**config.mk**
```make
export PLATFORM = sky130hd
export DESIGN_NAME = digit_glyph_rectangle_generator_flat
export DESIGN_NICKNAME = d
export VERILOG_FILES = /design/src/hw/rtl/dgr_pkg.sv /design/src/hw/rtl/dgr_char_if.sv /design/src/hw/rtl/dgr_rect_if.sv /design/src/hw/rtl/digit_glyph_rectangle_generator.sv /design/src/hw/rtl/dgr_sequencer.sv /design/src/hw/rtl/dgr_datapath.sv /design/src/flat_wrapper.sv
export SDC_FILE = /design/constraint.sdc
export NUM_CORES = 1
export LEC_CHECK = 0
export ABC_AREA = 1
export BUFFER_PORTS_ARGS = -buffer_cell sky130_fd_sc_hd__buf_2
export CAP_MARGIN = 40
export CELL_PAD_IN_SITES_DETAIL_PLACEMENT = 1
export CELL_PAD_IN_SITES_GLOBAL_PLACEMENT = 2
export CORE_MARGIN = 4
export CORE_UTILIZATION = 42
export CTS_BUF_LIST = sky130_fd_sc_hd__clkbuf_2 sky130_fd_sc_hd__clkbuf_4 sky130_fd_sc_hd__clkbuf_8
export CTS_CLUSTER_SIZE = 16
export DETAILED_ROUTE_END_ITERATION = 10
export GPL_ROUTABILITY_DRIVEN = 0
export PLACE_DENSITY = 0.88
export RECOVER_POWER = 50
export SLEW_MARGIN = 20
export SYNTH_ARGS = -nofsm -noshare
export SYNTH_HDL_FRONTEND = slang
export SYNTH_SLANG_ARGS = --single-unit
```
**constraint.sdc**
```tcl
create_clock -name clk -period 16.9 [get_ports clk]
set_clock_uncertainty 0.2 [all_clocks]
set_input_delay 0.845 -clock clk [delete_from_list [all_inputs] [get_ports clk]]
set_output_delay 0.845 -clock clk [all_outputs]
set_load 0.005 [all_outputs]
```
**src/hw/rtl/dgr_pkg.sv**
```systemverilog
package dgr_pkg;

  localparam int CFG_IDX_W  = 2;
  localparam int CFG_DATA_W = 12;
  localparam int IDX_W      = 6;
  localparam int PEN_W      = 16;
  localparam int PROD_W     = 14;
  localparam int UPC_W      = 5;

  typedef logic [IDX_W-1:0]  idx_t;
  typedef logic [PEN_W-1:0]  pen_t;
  typedef logic [PROD_W-1:0] prod_t;
  typedef logic [UPC_W-1:0]  upc_t;

  // Configuration register indexes.
  localparam logic [CFG_IDX_W-1:0] REG_GLYPH_HEIGHT = 2'd0;
  localparam logic [CFG_IDX_W-1:0] REG_GLYPH_WIDTH  = 2'd1;
  localparam logic [CFG_IDX_W-1:0] REG_START_X      = 2'd2;
  localparam logic [CFG_IDX_W-1:0] REG_TOP_Y        = 2'd3;

  // Character codes that draw.
  localparam logic [7:0] CH_0   = 8'h30;
  localparam logic [7:0] CH_1   = 8'h31;
  localparam logic [7:0] CH_2   = 8'h32;
  localparam logic [7:0] CH_3   = 8'h33;
  localparam logic [7:0] CH_4   = 8'h34;
  localparam logic [7:0] CH_5   = 8'h35;
  localparam logic [7:0] CH_6   = 8'h36;
  localparam logic [7:0] CH_7   = 8'h37;
  localparam logic [7:0] CH_8   = 8'h38;
  localparam logic [7:0] CH_9   = 8'h39;
  localparam logic [7:0] CH_DOT = 8'h2E;

  // Program entry points in the control store.
  localparam upc_t ADDR_ZERO  = 5'd0;
  localparam upc_t ADDR_ONE   = 5'd4;
  localparam upc_t ADDR_TWO   = 5'd5;
  localparam upc_t ADDR_FOUR  = 5'd10;
  localparam upc_t ADDR_SIX   = 5'd14;
  localparam upc_t ADDR_SEVEN = 5'd21;
  localparam upc_t ADDR_DOT   = 5'd23;

  typedef enum logic [1:0] {X_GX, X_RX, X_RX_NOT5, X_RX_NOT2} xsel_t;
  typedef enum logic [2:0] {Y_ZERO, Y_T, Y_2T, Y_F, Y_2F, Y_3F, Y_4F, Y_SY} ysel_t;
  typedef enum logic [2:0] {H_T, H_F, H_FULL, H_4F, H_SZ} hsel_t;
  typedef enum logic [1:0] {W_FULL, W_BAR, W_HALF, W_SZ} wsel_t;
  typedef enum logic [1:0] {SK_NONE, SK_SIX, SK_NINE} skip_t;

  typedef struct packed {
    xsel_t xsel;
    ysel_t ysel;
    hsel_t hsel;
    wsel_t wsel;
    skip_t skip;
    logic  last;
  } cw_t;

  typedef struct packed {
    logic has_prog;
    upc_t addr;
  } entry_t;

  // Control from the sequencer to the datapath.
  typedef struct packed {
    logic  accept;
    logic  prep;
    logic  load;
    logic  x_rx;
    ysel_t ysel;
    hsel_t hsel;
    wsel_t wsel;
    logic  last;
  } ctl_t;

  function automatic cw_t mk(input xsel_t x, input ysel_t y, input hsel_t h,
                             input wsel_t w, input skip_t s, input logic l);
    cw_t cw;
    cw.xsel = x;
    cw.ysel = y;
    cw.hsel = h;
    cw.wsel = w;
    cw.skip = s;
    cw.last = l;
    return cw;
  endfunction

  function automatic cw_t rom_word(input upc_t a);
    cw_t cw;
    unique case (a)
      // Zero: top bar, two side bars, bottom bar, in thirds.
      ADDR_ZERO:          cw = mk(X_GX, Y_ZERO, H_T, W_FULL, SK_NONE, 1'b0);
      ADDR_ZERO + 5'd1:   cw = mk(X_GX, Y_T,    H_T, W_BAR,  SK_NONE, 1'b0);
      ADDR_ZERO + 5'd2:   cw = mk(X_RX, Y_T,    H_T, W_BAR,  SK_NONE, 1'b0);
      ADDR_ZERO + 5'd3:   cw = mk(X_GX, Y_2T,   H_T, W_FULL, SK_NONE, 1'b1);
      ADDR_ONE:           cw = mk(X_GX, Y_ZERO, H_FULL, W_HALF, SK_NONE, 1'b1);
      // Two, three and five share one program; the side picks the bar.
      ADDR_TWO:           cw = mk(X_GX,      Y_ZERO, H_F, W_FULL, SK_NONE, 1'b0);
      ADDR_TWO + 5'd1:    cw = mk(X_RX_NOT5, Y_F,    H_F, W_BAR,  SK_NONE, 1'b0);
      ADDR_TWO + 5'd2:    cw = mk(X_GX,      Y_2F,   H_F, W_FULL, SK_NONE, 1'b0);
      ADDR_TWO + 5'd3:    cw = mk(X_RX_NOT2, Y_3F,   H_F, W_BAR,  SK_NONE, 1'b0);
      ADDR_TWO + 5'd4:    cw = mk(X_GX,      Y_4F,   H_F, W_FULL, SK_NONE, 1'b1);
      ADDR_FOUR:          cw = mk(X_GX, Y_ZERO, H_T, W_BAR,  SK_NONE, 1'b0);
      ADDR_FOUR + 5'd1:   cw = mk(X_RX, Y_ZERO, H_T, W_BAR,  SK_NONE, 1'b0);
      ADDR_FOUR + 5'd2:   cw = mk(X_GX, Y_T,    H_T, W_FULL, SK_NONE, 1'b0);
      ADDR_FOUR + 5'd3:   cw = mk(X_RX, Y_2T,   H_T, W_BAR,  SK_NONE, 1'b1);
      // Eight in full; six jumps over the upper right bar, nine over the
      // lower left one.
      ADDR_SIX:           cw = mk(X_GX, Y_ZERO, H_F, W_FULL, SK_NONE, 1'b0);
      ADDR_SIX + 5'd1:    cw = mk(X_GX, Y_F,    H_F, W_BAR,  SK_NONE, 1'b0);
      ADDR_SIX + 5'd2:    cw = mk(X_RX, Y_F,    H_F, W_BAR,  SK_SIX,  1'b0);
      ADDR_SIX + 5'd3:    cw = mk(X_GX, Y_2F,   H_F, W_FULL, SK_NONE, 1'b0);
      ADDR_SIX + 5'd4:    cw = mk(X_GX, Y_3F,   H_F, W_BAR,  SK_NINE, 1'b0);
      ADDR_SIX + 5'd5:    cw = mk(X_RX, Y_3F,   H_F, W_BAR,  SK_NONE, 1'b0);
      ADDR_SIX + 5'd6:    cw = mk(X_GX, Y_4F,   H_F, W_FULL, SK_NONE, 1'b1);
      ADDR_SEVEN:         cw = mk(X_GX, Y_ZERO, H_F,  W_FULL, SK_NONE, 1'b0);
      ADDR_SEVEN + 5'd1:  cw = mk(X_RX, Y_F,    H_4F, W_BAR,  SK_NONE, 1'b1);
      ADDR_DOT:           cw = mk(X_GX, Y_SY,   H_SZ, W_SZ,   SK_NONE, 1'b1);
      default:            cw = mk(X_GX, Y_ZERO, H_T,  W_FULL, SK_NONE, 1'b1);
    endcase
    return cw;
  endfunction

  function automatic entry_t entry_of(input logic [7:0] c);
    entry_t e;
    e.has_prog = 1'b1;
    unique case (c)
      CH_0:                 e.addr = ADDR_ZERO;
      CH_1:                 e.addr = ADDR_ONE;
      CH_2, CH_3, CH_5:     e.addr = ADDR_TWO;
      CH_4:                 e.addr = ADDR_FOUR;
      CH_6, CH_8, CH_9:     e.addr = ADDR_SIX;
      CH_7:                 e.addr = ADDR_SEVEN;
      CH_DOT:               e.addr = ADDR_DOT;
      default: begin
        e.has_prog = 1'b0;
        e.addr     = ADDR_ZERO;
      end
    endcase
    return e;
  endfunction

  // Division by constants through reciprocal multiplication, exact over
  // the argument ranges used here.
  function automatic logic [7:0] div3(input logic [8:0] x);
    logic [17:0] p;
    p = 18'(x) * 18'd171;
    return p[16:9];
  endfunction

  function automatic logic [7:0] div5(input logic [7:0] x);
    logic [17:0] p;
    p = 18'(x) * 18'd205;
    return p[17:10];
  endfunction

  function automatic logic [7:0] div6(input logic [10:0] x);
    logic [21:0] p;
    p = 22'(x) * 22'd1366;
    return p[20:13];
  endfunction

endpackage

```
**src/hw/rtl/dgr_char_if.sv**
```systemverilog
interface dgr_char_if;
  logic       valid;
  logic       ready;
  logic [7:0] char_code;
  logic       restart;

  modport source (output valid, output char_code, output restart, input ready);
  modport sink   (input valid, input char_code, input restart, output ready);
endinterface

```
**src/hw/rtl/dgr_rect_if.sv**
```systemverilog
interface dgr_rect_if;
  logic        valid;
  logic        ready;
  logic [15:0] rect_x;
  logic [12:0] rect_y;
  logic [7:0]  rect_height;
  logic [7:0]  rect_width;
  logic        last;

  modport source (output valid, output rect_x, output rect_y, output rect_height,
                  output rect_width, output last, input ready);
  modport sink   (input valid, input rect_x, input rect_y, input rect_height,
                  input rect_width, input last, output ready);
endinterface

```
**src/hw/rtl/digit_glyph_rectangle_generator.sv**
```systemverilog
// Channel    Direction  Beat payload
// char_in    in         char_code[7:0], restart
// rect_out   out        rect_x[15:0], rect_y[12:0], rect_height[7:0],
//                       rect_width[7:0], last
//
// A drawing character first passes the setup steps (offset multiply, then the
// left and right edge adds) and then gives one rectangle per cycle from the
// control store while the output is free; a bar that six or nine jumps over
// takes a step of its own. Any other character leaves the sequencer idle.
// Reset is synchronous and restores the register defaults, the pen and index.
// A stalled output holds the sequencer on its current step; char_in.ready is
// high whenever no character is being drawn.
module digit_glyph_rectangle_generator #(
  parameter int MAX_CHARS = 63
) (
  input  logic                              clk,
  input  logic                              rst,
  dgr_char_if.sink                          char_in,
  dgr_rect_if.source                        rect_out,
  input  logic                              wr_en,
  input  logic [dgr_pkg::CFG_IDX_W-1:0]     wr_index,
  input  logic [dgr_pkg::CFG_DATA_W-1:0]    wr_data
);

  dgr_pkg::ctl_t ctl;
  logic          out_free;

  dgr_sequencer u_seq (
    .clk       (clk),
    .rst       (rst),
    .in_valid  (char_in.valid),
    .char_code (char_in.char_code),
    .out_free  (out_free),
    .ready     (char_in.ready),
    .ctl       (ctl)
  );

  dgr_datapath #(
    .MAX_CHARS (MAX_CHARS)
  ) u_dp (
    .clk      (clk),
    .rst      (rst),
    .ctl      (ctl),
    .restart  (char_in.restart),
    .wr_en    (wr_en),
    .wr_index (wr_index),
    .wr_data  (wr_data),
    .out_free (out_free),
    .rect_out (rect_out)
  );

endmodule

```
**src/hw/rtl/dgr_sequencer.sv**
```systemverilog
module dgr_sequencer (
  input  logic              clk,
  input  logic              rst,
  input  logic              in_valid,
  input  logic [7:0]        char_code,
  input  logic              out_free,
  output logic              ready,
  output dgr_pkg::ctl_t     ctl
);

  typedef enum logic [1:0] {S_IDLE, S_PREP, S_RUN} state_t;

  state_t           state;
  dgr_pkg::upc_t    upc;
  logic             is_two;
  logic             is_five;
  logic             is_six;
  logic             is_nine;
  dgr_pkg::cw_t     cw;
  dgr_pkg::entry_t  entry;
  logic             accept;
  logic             skip;
  logic             x_rx;

  assign ready  = (state == S_IDLE);
  assign accept = in_valid & ready;
  assign entry  = dgr_pkg::entry_of(char_code);
  assign cw     = dgr_pkg::rom_word(upc);

  // A conditional step is jumped over for the digits that lack that bar.
  assign skip = ((cw.skip == dgr_pkg::SK_SIX) && is_six) ||
                ((cw.skip == dgr_pkg::SK_NINE) && is_nine);

  always_comb begin
    unique case (cw.xsel)
      dgr_pkg::X_GX:      x_rx = 1'b0;
      dgr_pkg::X_RX:      x_rx = 1'b1;
      dgr_pkg::X_RX_NOT5: x_rx = ~is_five;
      dgr_pkg::X_RX_NOT2: x_rx = ~is_two;
      default:            x_rx = 1'b0;
    endcase
  end

  always_comb begin
    ctl.accept = accept;
    ctl.prep   = (state == S_PREP);
    ctl.load   = (state == S_RUN) && !skip && out_free;
    ctl.x_rx   = x_rx;
    ctl.ysel   = cw.ysel;
    ctl.hsel   = cw.hsel;
    ctl.wsel   = cw.wsel;
    ctl.last   = cw.last;
  end

  always_ff @(posedge clk) begin
    if (rst) begin
      state <= S_IDLE;
      upc   <= dgr_pkg::ADDR_ZERO;
    end else begin
      unique case (state)
        S_IDLE: begin
          if (accept) begin
            upc     <= entry.addr;
            is_two  <= (char_code == dgr_pkg::CH_2);
            is_five <= (char_code == dgr_pkg::CH_5);
            is_six  <= (char_code == dgr_pkg::CH_6);
            is_nine <= (char_code == dgr_pkg::CH_9);
            state   <= entry.has_prog ? S_PREP : S_IDLE;
          end
        end
        S_PREP: begin
          state <= S_RUN;
        end
        S_RUN: begin
          if (skip) begin
            upc <= upc + 1'b1;
          end else if (out_free) begin
            if (cw.last) begin
              state <= S_IDLE;
            end else begin
              upc <= upc + 1'b1;
            end
          end
        end
        default: state <= S_IDLE;
      endcase
    end
  end

endmodule

```
**src/hw/rtl/dgr_datapath.sv**
```systemverilog
module dgr_datapath #(
  parameter int MAX_CHARS = 63
) (
  input  logic                              clk,
  input  logic                              rst,
  input  dgr_pkg::ctl_t                     ctl,
  input  logic                              restart,
  input  logic                              wr_en,
  input  logic [dgr_pkg::CFG_IDX_W-1:0]     wr_index,
  input  logic [dgr_pkg::CFG_DATA_W-1:0]    wr_data,
  output logic                              out_free,
  dgr_rect_if.source                        rect_out
);

  localparam int IDX_MAX = (1 << dgr_pkg::IDX_W) - 1;
  localparam int BOUND_I = (MAX_CHARS > IDX_MAX) ? IDX_MAX : MAX_CHARS;
  localparam dgr_pkg::idx_t BOUND = dgr_pkg::idx_t'(BOUND_I);

  logic [7:0]     glyph_height;
  logic [7:0]     glyph_width;
  logic [11:0]    start_x;
  logic [11:0]    top_y;

  dgr_pkg::pen_t  pen_x;
  dgr_pkg::idx_t  char_index;

  // Values derived from the configuration, refreshed every cycle.
  logic [8:0]     w3x2;
  logic [7:0]     bw;
  logic [7:0]     half;
  logic [7:0]     t;
  logic [7:0]     t2;
  logic [7:0]     f;
  logic [7:0]     f2;
  logic [7:0]     f3;
  logic [7:0]     f4;
  logic [7:0]     sy;
  logic [7:0]     sz;

  dgr_pkg::pen_t  item_pen;
  dgr_pkg::prod_t prod;
  dgr_pkg::pen_t  gx;
  dgr_pkg::pen_t  rx;

  dgr_pkg::pen_t  pen_base;
  dgr_pkg::idx_t  idx_base;
  logic [7:0]     f_w;
  logic [7:0]     t_w;
  logic [7:0]     yoff;
  logic [7:0]     hval;
  logic [7:0]     wval;

  logic           out_valid;
  logic [15:0]    out_x;
  logic [12:0]    out_y;
  logic [7:0]     out_h;
  logic [7:0]     out_w;
  logic           out_last;

  assign pen_base = restart ? dgr_pkg::pen_t'(start_x) : pen_x;
  assign idx_base = restart ? '0 : char_index;
  assign t_w      = dgr_pkg::div3({1'b0, glyph_height});
  assign f_w      = dgr_pkg::div5(glyph_height);

  always_ff @(posedge clk) begin
    if (rst) begin
      glyph_height <= 8'd15;
      glyph_width  <= 8'd9;
      start_x      <= 12'd0;
      top_y        <= 12'd0;
    end else if (wr_en) begin
      unique case (wr_index)
        dgr_pkg::REG_GLYPH_HEIGHT: glyph_height <= wr_data[7:0];
        dgr_pkg::REG_GLYPH_WIDTH:  glyph_width  <= wr_data[7:0];
        dgr_pkg::REG_START_X:      start_x      <= wr_data;
        dgr_pkg::REG_TOP_Y:        top_y        <= wr_data;
        default: ;
      endcase
    end
  end

  always_ff @(posedge clk) begin
    w3x2 <= {dgr_pkg::div3({1'b0, glyph_width}), 1'b0};
    bw   <= dgr_pkg::div3(9'(glyph_width) + 9'd2);
    half <= {1'b0, glyph_width[7:1]};
    t    <= t_w;
    t2   <= {t_w[6:0], 1'b0};
    f    <= f_w;
    f2   <= {f_w[6:0], 1'b0};
    f3   <= f_w + {f_w[6:0], 1'b0};
    f4   <= {f_w[5:0], 2'b00};
    sy   <= dgr_pkg::div6(11'({glyph_height, 2'b00}) + 11'(glyph_height) + 11'd5);
    sz   <= dgr_pkg::div6(11'(glyph_height) + 11'd5);
  end

  // The pen moves on as soon as a character is taken; the character keeps
  // its own copy of where it starts.
  always_ff @(posedge clk) begin
    if (rst) begin
      pen_x      <= '0;
      char_index <= '0;
    end else if (ctl.accept) begin
      pen_x      <= pen_base + dgr_pkg::pen_t'(glyph_width[7:1]);
      char_index <= (idx_base < BOUND) ? idx_base + 1'b1 : BOUND;
    end
  end

  always_ff @(posedge clk) begin
    if (ctl.accept) begin
      item_pen <= pen_base;
      prod     <= dgr_pkg::prod_t'(glyph_width) * dgr_pkg::prod_t'(idx_base);
    end
    if (ctl.prep) begin
      gx <= item_pen + dgr_pkg::pen_t'(prod);
      rx <= item_pen + dgr_pkg::pen_t'(prod) + dgr_pkg::pen_t'(w3x2);
    end
  end

  always_comb begin
    unique case (ctl.ysel)
      dgr_pkg::Y_ZERO: yoff = 8'd0;
      dgr_pkg::Y_T:    yoff = t;
      dgr_pkg::Y_2T:   yoff = t2;
      dgr_pkg::Y_F:    yoff = f;
      dgr_pkg::Y_2F:   yoff = f2;
      dgr_pkg::Y_3F:   yoff = f3;
      dgr_pkg::Y_4F:   yoff = f4;
      dgr_pkg::Y_SY:   yoff = sy;
      default:         yoff = 8'd0;
    endcase
    unique case (ctl.hsel)
      dgr_pkg::H_T:    hval = t;
      dgr_pkg::H_F:    hval = f;
      dgr_pkg::H_FULL: hval = glyph_height;
      dgr_pkg::H_4F:   hval = f4;
      dgr_pkg::H_SZ:   hval = sz;
      default:         hval = t;
    endcase
    unique case (ctl.wsel)
      dgr_pkg::W_FULL: wval = glyph_width;
      dgr_pkg::W_BAR:  wval = bw;
      dgr_pkg::W_HALF: wval = half;
      dgr_pkg::W_SZ:   wval = sz;
      default:         wval = glyph_width;
    endcase
  end

  assign out_free = !out_valid || rect_out.ready;

  always_ff @(posedge clk) begin
    if (rst) begin
      out_valid <= 1'b0;
    end else if (ctl.load) begin
      out_valid <= 1'b1;
    end else if (rect_out.ready) begin
      out_valid <= 1'b0;
    end
  end

  always_ff @(posedge clk) begin
    if (ctl.load) begin
      out_x    <= ctl.x_rx ? rx : gx;
      out_y    <= {1'b0, top_y} + 13'(yoff);
      out_h    <= hval;
      out_w    <= wval;
      out_last <= ctl.last;
    end
  end

  assign rect_out.valid       = out_valid;
  assign rect_out.rect_x      = out_x;
  assign rect_out.rect_y      = out_y;
  assign rect_out.rect_height = out_h;
  assign rect_out.rect_width  = out_w;
  assign rect_out.last        = out_last;

endmodule

```
**src/flat_wrapper.sv**
```systemverilog
// flat-port wrapper written by rule: the top's interface ports become plain ports
module digit_glyph_rectangle_generator_flat 
#(
  parameter int MAX_CHARS = 63
)
  (clk, rst, wr_en, wr_index, wr_data, char_in_valid, char_in_char_code, char_in_restart, char_in_ready, rect_out_valid, rect_out_rect_x, rect_out_rect_y, rect_out_rect_height, rect_out_rect_width, rect_out_last, rect_out_ready);
  dgr_char_if char_in_i ();
  dgr_rect_if rect_out_i ();
  input  logic clk;
  input  logic rst;
  input  logic wr_en;
  input  logic [dgr_pkg::CFG_IDX_W-1:0] wr_index;
  input  logic [dgr_pkg::CFG_DATA_W-1:0] wr_data;
  input wire logic [$bits(char_in_i.valid)-1:0] char_in_valid;
  input wire logic [$bits(char_in_i.char_code)-1:0] char_in_char_code;
  input wire logic [$bits(char_in_i.restart)-1:0] char_in_restart;
  output wire logic [$bits(char_in_i.ready)-1:0] char_in_ready;
  output wire logic [$bits(rect_out_i.valid)-1:0] rect_out_valid;
  output wire logic [$bits(rect_out_i.rect_x)-1:0] rect_out_rect_x;
  output wire logic [$bits(rect_out_i.rect_y)-1:0] rect_out_rect_y;
  output wire logic [$bits(rect_out_i.rect_height)-1:0] rect_out_rect_height;
  output wire logic [$bits(rect_out_i.rect_width)-1:0] rect_out_rect_width;
  output wire logic [$bits(rect_out_i.last)-1:0] rect_out_last;
  input wire logic [$bits(rect_out_i.ready)-1:0] rect_out_ready;
  assign char_in_i.valid = char_in_valid;
  assign char_in_i.char_code = char_in_char_code;
  assign char_in_i.restart = char_in_restart;
  assign char_in_ready = char_in_i.ready;
  assign rect_out_valid = rect_out_i.valid;
  assign rect_out_rect_x = rect_out_i.rect_x;
  assign rect_out_rect_y = rect_out_i.rect_y;
  assign rect_out_rect_height = rect_out_i.rect_height;
  assign rect_out_rect_width = rect_out_i.rect_width;
  assign rect_out_last = rect_out_i.last;
  assign rect_out_i.ready = rect_out_ready;
  digit_glyph_rectangle_generator #(.MAX_CHARS(MAX_CHARS)) u_core (.clk(clk), .rst(rst), .char_in(char_in_i), .rect_out(rect_out_i), .wr_en(wr_en), .wr_index(wr_index), .wr_data(wr_data));
endmodule
```
## Word-level counts from Yosys, hierarchy flattened

Memory sizes are Yosys's and may differ from the RTL's. A register that Yosys moved wholly into a read port is not among the register bits.
Index checks and enable logic that the tools add are counted.

| cells by class | value |
|---|---|
| $add $sub $neg | 11 |
| multiply operators | 7 |
| divide/modulo/power cells | 0 |
| magnitude comparators | 1 |
| equality and inequality tests | 41 |
| shift operators | 0 |
| multiplexer cells | 25 |
| bitwise logic cells | 4 |
| reductions and logical operators | 25 |

Operator list:

| cell | number |
|---|---|
| equality test 8 x 6 -> 1 bit, second input constant | 11 |
| one-hot mux 8 bit (4 select lines) | 2 |
| one-hot mux 8 bit (8 select lines) | 1 |
| multiplier 8 x 8 -> 16 bit, second input constant | 3 |
| two-way mux 16 bit | 2 |
| two-way mux 5 bit | 6 |
| one-hot mux 5 bit (6 select lines) | 1 |
| multiplier 11 x 10 -> 20 bit, second input constant | 1 |
| multiplier 9 x 10 -> 19 bit, second input constant | 1 |
| multiplier 9 x 8 -> 17 bit, second input constant | 1 |
| adder 16 x 14 -> 16 bit | 1 |
| adder 16 x 7 -> 16 bit | 1 |
| adder 16 x 8 -> 16 bit | 1 |
| equality test 2 bit, second input constant | 8 |
| equality test 3 bit, second input constant | 5 |
| multiplier 8 x 6 -> 14 bit | 1 |
| adder 12 x 8 -> 13 bit | 1 |
| equality test 3 x 2 -> 1 bit, second input constant | 4 |
| two-way mux 6 bit | 2 |
| adder 10 x 8 -> 11 bit | 1 |
| adder 11 x 3 -> 11 bit, second input constant | 1 |
| OR reduction 11 bit | 1 |
| equality test 2 x 1 -> 1 bit, second input constant | 5 |
| one-hot mux 5 bit (2 select lines) | 1 |
| other kinds (26) | 52 |

| word-level totals | value |
|---|---|
| flip-flop bits (word level) | 240 |
| latch bits | 0 |
| memory bits (writable) | 0 |
| memory bits (read-only) | 416 |
| word-level logic and storage cells | 145 |
| memories | 1 |

Memories:

| name | words | bits a word | rd ports | clocked after memory_dff | wr ports | RTL line | text |
|---|---|---|---|---|---|---|---|
| (no name shown) | 32 | 13 | 1 | 1 | 0 | dgr_pkg.sv:89 | `unique case (a)` |

## Logic depth before layout (Yosys ltp)

| depth | value |
|---|---|
| depth after elaboration | 7 |
| depth in mapped cells | 28 |

## Hierarchy

A second synthesis with hierarchy kept.

| second synthesis, totals | value |
|---|---|
| cells, all modules | 2605 |
| area total of the unflattened synthesis | 22082.4 um^2 |

Modules (own cells, without submodules):

| module | times used | cells an instance | area each (um^2) | seq. area each (um^2) |
|---|---|---|---|---|
| dgr_datapath | 1 | 2353 | 20355.8 | 5615.4 |
| dgr_sequencer | 1 | 252 | 1726.7 | 520.5 |

## Worst setup path after synthesis

No wires, ideal clock.

| timing | value |
|---|---|
| kind | register to register |
| from | reg u_core.u_dp.glyph_height[4] |
| to | reg u_core.u_dp.sy[6] |
| arrival time | 5.451 ns |
| data required time | 16.628 ns |
| path slack | 11.178 ns |
| cell stages (with the launch flop) | 25 |
| buffers on the path | 0 |
| clock period less this slack | 5.722 ns |
| cell sequence | dfxtp_1 > ha_1 > ha_1 > a21oi_1 > nand2_1 > a21oi_1 > o21ai_1 > xnor2_1 > inv_1 > ha_1 > ha_1 > fa_1 > inv_1 > fa_1 > fa_1 > inv_1 > ha_1 > a21oi_1 > o21ai_0 > a21oi_1 > nand2_1 > nand3_1 > nand2_1 > a21oi_1 > xor2_1 |

| between the ends | value |
|---|---|
| longest elaborated chain between the ends | 3 |

Ends and longest elaborated chain:

| element | RTL line | text |
|---|---|---|
| start: declaration | dgr_datapath.sv:19 | `logic [7:0] glyph_height;` |
| start signal: assignment | dgr_datapath.sv:73 | `dgr_pkg::REG_GLYPH_HEIGHT: glyph_height <= wr_data[7:0];` |
| adder 10 x 8 -> 11 bit | dgr_datapath.sv:92 | `sy <= dgr_pkg::div6(11'({glyph_height, 2'b00}) + 11'(glyph_height) + 11'd5);` |
| adder 11 x 3 -> 11 bit | dgr_datapath.sv:92 |  |
| multiplier 11 x 10 -> 20 bit | dgr_pkg.sv:158 | `p = 22'(x) * 22'd1366;` |
| end signal: assignment | dgr_datapath.sv:92 |  |
| end: declaration | dgr_datapath.sv:37 | `logic [7:0] sy;` |

No other way between the ends.
A chain may end at the register's enable or synchronous reset.

## Worst setup path in the final report

Same ends and word-level chain as after synthesis.

==> impl_results.md <==
- Max-slew headroom: -73.5%
- Worst R2R Start: u_core.u_dp.glyph_height[4]
- CP required: 17,230 ps
- Cts bufs inserted: 44
- Critical R2R Capture: u_core.u_dp.sy[6]
- Critical-path cell list: ha_1 > ha_1 > a21oi_1 > nand2_1 > a21oi_1 > o21ai_1 > xnor2_1 > inv_1 > ha_1 > ha_1 > fa_1 > inv_1 > fa_1 > fa_1 > inv_1 > ha_1 > a21oi_1 > o21ai_0 > a21oi_1 > nand2_1 > nand3_1 > nand2_1 > a21oi_1 > xor2_1
- Clock tree buffer depth: 3
- Final net count: 3,049
- Area Growth Syn to Fin: 9.80%
- Netlist Area Pre-Place: 0.0213 mm^2
- PortBufs: 75
- Number of synthesized flops with an enable pin: 111
- WL final: 58,700 um
- Top_reg_cell synth: dfxtp_1
- IO Pins: 76
- Die Footprint: 0.0543 mm^2
- Initial DRT Pass Iterations: 5
- Hold Crit Start: u_core.u_dp.start_x[5]
- Area after DPL: 0.0225 mm^2
- Hold depth: 2
- YS warnings: 0
- Netlist cell types: 57
- Hpwl dp: 48,300 um
- Seq/Total Area, Yosys: 28.8%
- Post-DRT Antenna Nets: 0
- Wire length per cell: 18.0 um
- Syn Nets: 2,942
- Die height: 233 um
- Design area: 0.0234 mm^2
- GRT overflow: 0
- Core ar.: 0.0502 mm^2
- Final hold violation count: 0
- Vias in the first global route: 18,500
- Crit-path max FO: 9
- Sink Count: 251
- H-tree level count: 2
- Min cycle time layout: 6600 ps
- Multi-input gate area: 0.0131 mm^2
- Initial DRC count: 605
- Reg2Reg Depth: 24
- CP Launch Type: flop
- Pwr dens: 124 mW/mm^2
- Layout cell share with drive strength beyond 1: 6.71%
- Synthesized instance count: 2,440
- Max Slew Vio Count: 160
- Root Buffer: clkbuf_8
- Largest net degree at the start of global routing: 61
- Post-synth ARST share: 0%
- GRT Overall Usage: 22.1%
- Slew @ Worst Pin: 2600 ps
- Hold worst-path end: u_core.u_dp.start_x[5]
- Drt drc: 0
- Initial antenna violation count: 2
- First-pass GRT wire length: 96,000 um
- Leak: 12.0 nW
- Reg2Reg Setup Slack: 10,300 ps
- Reg area: 0.00614 mm^2
- Max Freq: 151 MHz
- Placed insts: 3,172
- Maximum vdd ir drop: 133 uV
- Unrepaired setup endpoints after global routing: no
- Fill cell count: 6,026
- Final setup fails: 0
- Fin Setup TNS: 0 ps
- Commonest non-fill, non-tap cell in the layout: inv_1
- Num rows: 82
- Worst EP arrival: 6930 ps
- Seq cells post-synth: 251
- TritonCTS clock tree: yes
- Worst Setup End Kind: flop
- Worst Hold Class: flop to flop
- # Max-Cap Violations: 4
- Die X: 233 um
- Failing checks: capacitance limit, slew limit
- Initial Util: 42.4%
- Via-to-Cell Ratio: 5.16
- Worst-Skew Late Latency: 610 ps
- Final period util: 39.1%
- Worst path max stage delay: 620 ps
- CP Class: flop to flop
- # hold bufs at CTS: 0
- Status: finished with violations
- CTS clock-pin slew for the worst setup and hold paths: 60 ps
- Crit-path slowest cell: dfxtp_1
- Post-CTS setup buffers: 0
- Synthesized area per cell: 8.72 um^2
- Fin cells: 3,255
- Vias: 16,800
- Post-CTS Resized: 0
- Most frequent cells in the layout: inv_1 (486), nand2_1 (375), ha_1 (350)
-- worst max-delay path: cells and delay by family (launching register included) --
kind	cells	cell delay, ps
flip-flops	1	620
XOR/XNOR	2	680
buffers and inverters	3	260
adder cells (fa/ha/maj)	8	3210
AND/OR/NAND/NOR	4	350
AO/OA/AOI/OAI	7	1190
-- kinds of logic after synthesis --
group	share of synthesized area, %
AND/OR/NAND/NOR	13.5
buffers and inverters	9.24
adder cells (fa/ha/maj)	32.2
AO/OA/AOI/OAI	10.5
flip-flops	28.8
XOR/XNOR	4.93
multiplexers	0.794
-- per-layer routing --
metal / part of all wire [%] / routed length [um] / up-vias / global-route usage (%)
li1: - / - / 8226 / -
met1: 44 / 25700 / 8192 / 27.5
met2: 49 / 29000 / 286 / 39.5
met3: 3.5 / 2040 / 105 / 2.95
met4: 3.5 / 2030 / 0 / 7.53
met5: 0 / 0 / - / 0
-- report_power, final --
group	switching, mW	total, mW	internal [mW]
clock	0.262	0.642	0.380
combinational	0.938	1.48	0.546
sequential	0.0454	0.765	0.720
-- state kept, by name, indices dropped and copies added (netlist names), 5 cells and up --
register	flops
u_core.u_dp.gx	16
u_core.u_dp.item_pen	16
u_core.u_dp.pen_x	16
u_core.u_dp.rect_out.rect_x	16
u_core.u_dp.rx	15
u_core.u_dp.prod	14
u_core.u_dp.rect_out.rect_y	13
u_core.u_seq.cw	13
u_core.u_dp.start_x	12
u_core.u_dp.top_y	12
u_core.u_dp.bw	8
u_core.u_dp.f3	8
u_core.u_dp.glyph_height	8
u_core.u_dp.glyph_width	8
u_core.u_dp.rect_out.rect_height	8
u_core.u_dp.rect_out.rect_width	8
u_core.u_dp.sy	8
u_core.u_dp.half	7
u_core.u_dp.sz	7
u_core.u_dp.t2	7
u_core.u_dp.w3x2	7
u_core.u_dp.char_index	6
u_core.u_dp.f4	5
u_core.u_seq.upc	5
-- cell type report --
class | count | area share (%)
multi-input combinational | 1672 | 56.2
clock buffer | 66 | 3.43
timing repair buffer | 83 | 1.66
clock inverter | 13 | 0.841
sequential | 251 | 26.3
tap | 672 | 3.60
inverter | 495 | 7.95
antenna | 3 | 0.0321
-- cells in the mapped netlist (all sizes together) (3+ instances only) --
library cell | count | area share (%)
o221ai | 3 | 0.12
a22oi | 10 | 0.35
buf | 4 | 0.19
o211ai | 10 | 0.42
a21o | 13 | 0.46
a31oi | 5 | 0.15
clkbuf | 18 | 0.32
inv | 493 | 8.7
o21bai | 7 | 0.25
fa | 124 | 12
a21oi | 163 | 3.8
edfxtp | 111 | 16
xnor2 | 25 | 1.0
o22ai | 9 | 0.26
or2 | 3 | 0.088
nor2 | 149 | 2.8
a221oi | 12 | 0.49
a211oi | 4 | 0.14
ha | 350 | 21
dfxtp | 140 | 13
nand2 | 382 | 6.9
o21ai | 121 | 2.9
o2111ai | 14 | 0.58
nor3 | 20 | 0.47
nand3 | 93 | 2.2
nand4 | 22 | 0.65
xor2 | 94 | 3.9
nand3b | 4 | 0.14
mux2 | 15 | 0.79
o21a | 5 | 0.18
-- through the flow --
step | utilization [%] | hold slack (ps) | setup WS [ps] | total power [mW]
after floorplan | - | 224 | 11180 | 1.83
after global placement | 44.7 | 235 | 10650 | 2.19
after detailed placement | 44.8 | 239 | 10320 | 2.27
after CTS | 46.8 | 252 | 10280 | 2.94
after global routing | 46.6 | 272 | 9780 | 3.20
final | 46.6 | 250 | 10300 | 2.89
-- worst max path at each step --
stage,startpoint,end,cells after the start
CTS,u_core.u_dp.glyph_height[4],u_core.u_dp.sy[6],24
finish,u_core.u_dp.glyph_height[4],u_core.u_dp.sy[6],24
detailed placement,u_core.u_dp.glyph_height[4],u_core.u_dp.sy[6],24
floorplan,u_core.u_dp.glyph_height[4],u_core.u_dp.sy[6],24
global placement,u_core.u_dp.glyph_height[4],u_core.u_dp.sy[6],24
global route,u_core.u_dp.glyph_height[2],u_core.u_dp.sy[6],26
Power figures use the tool's default switching activity.
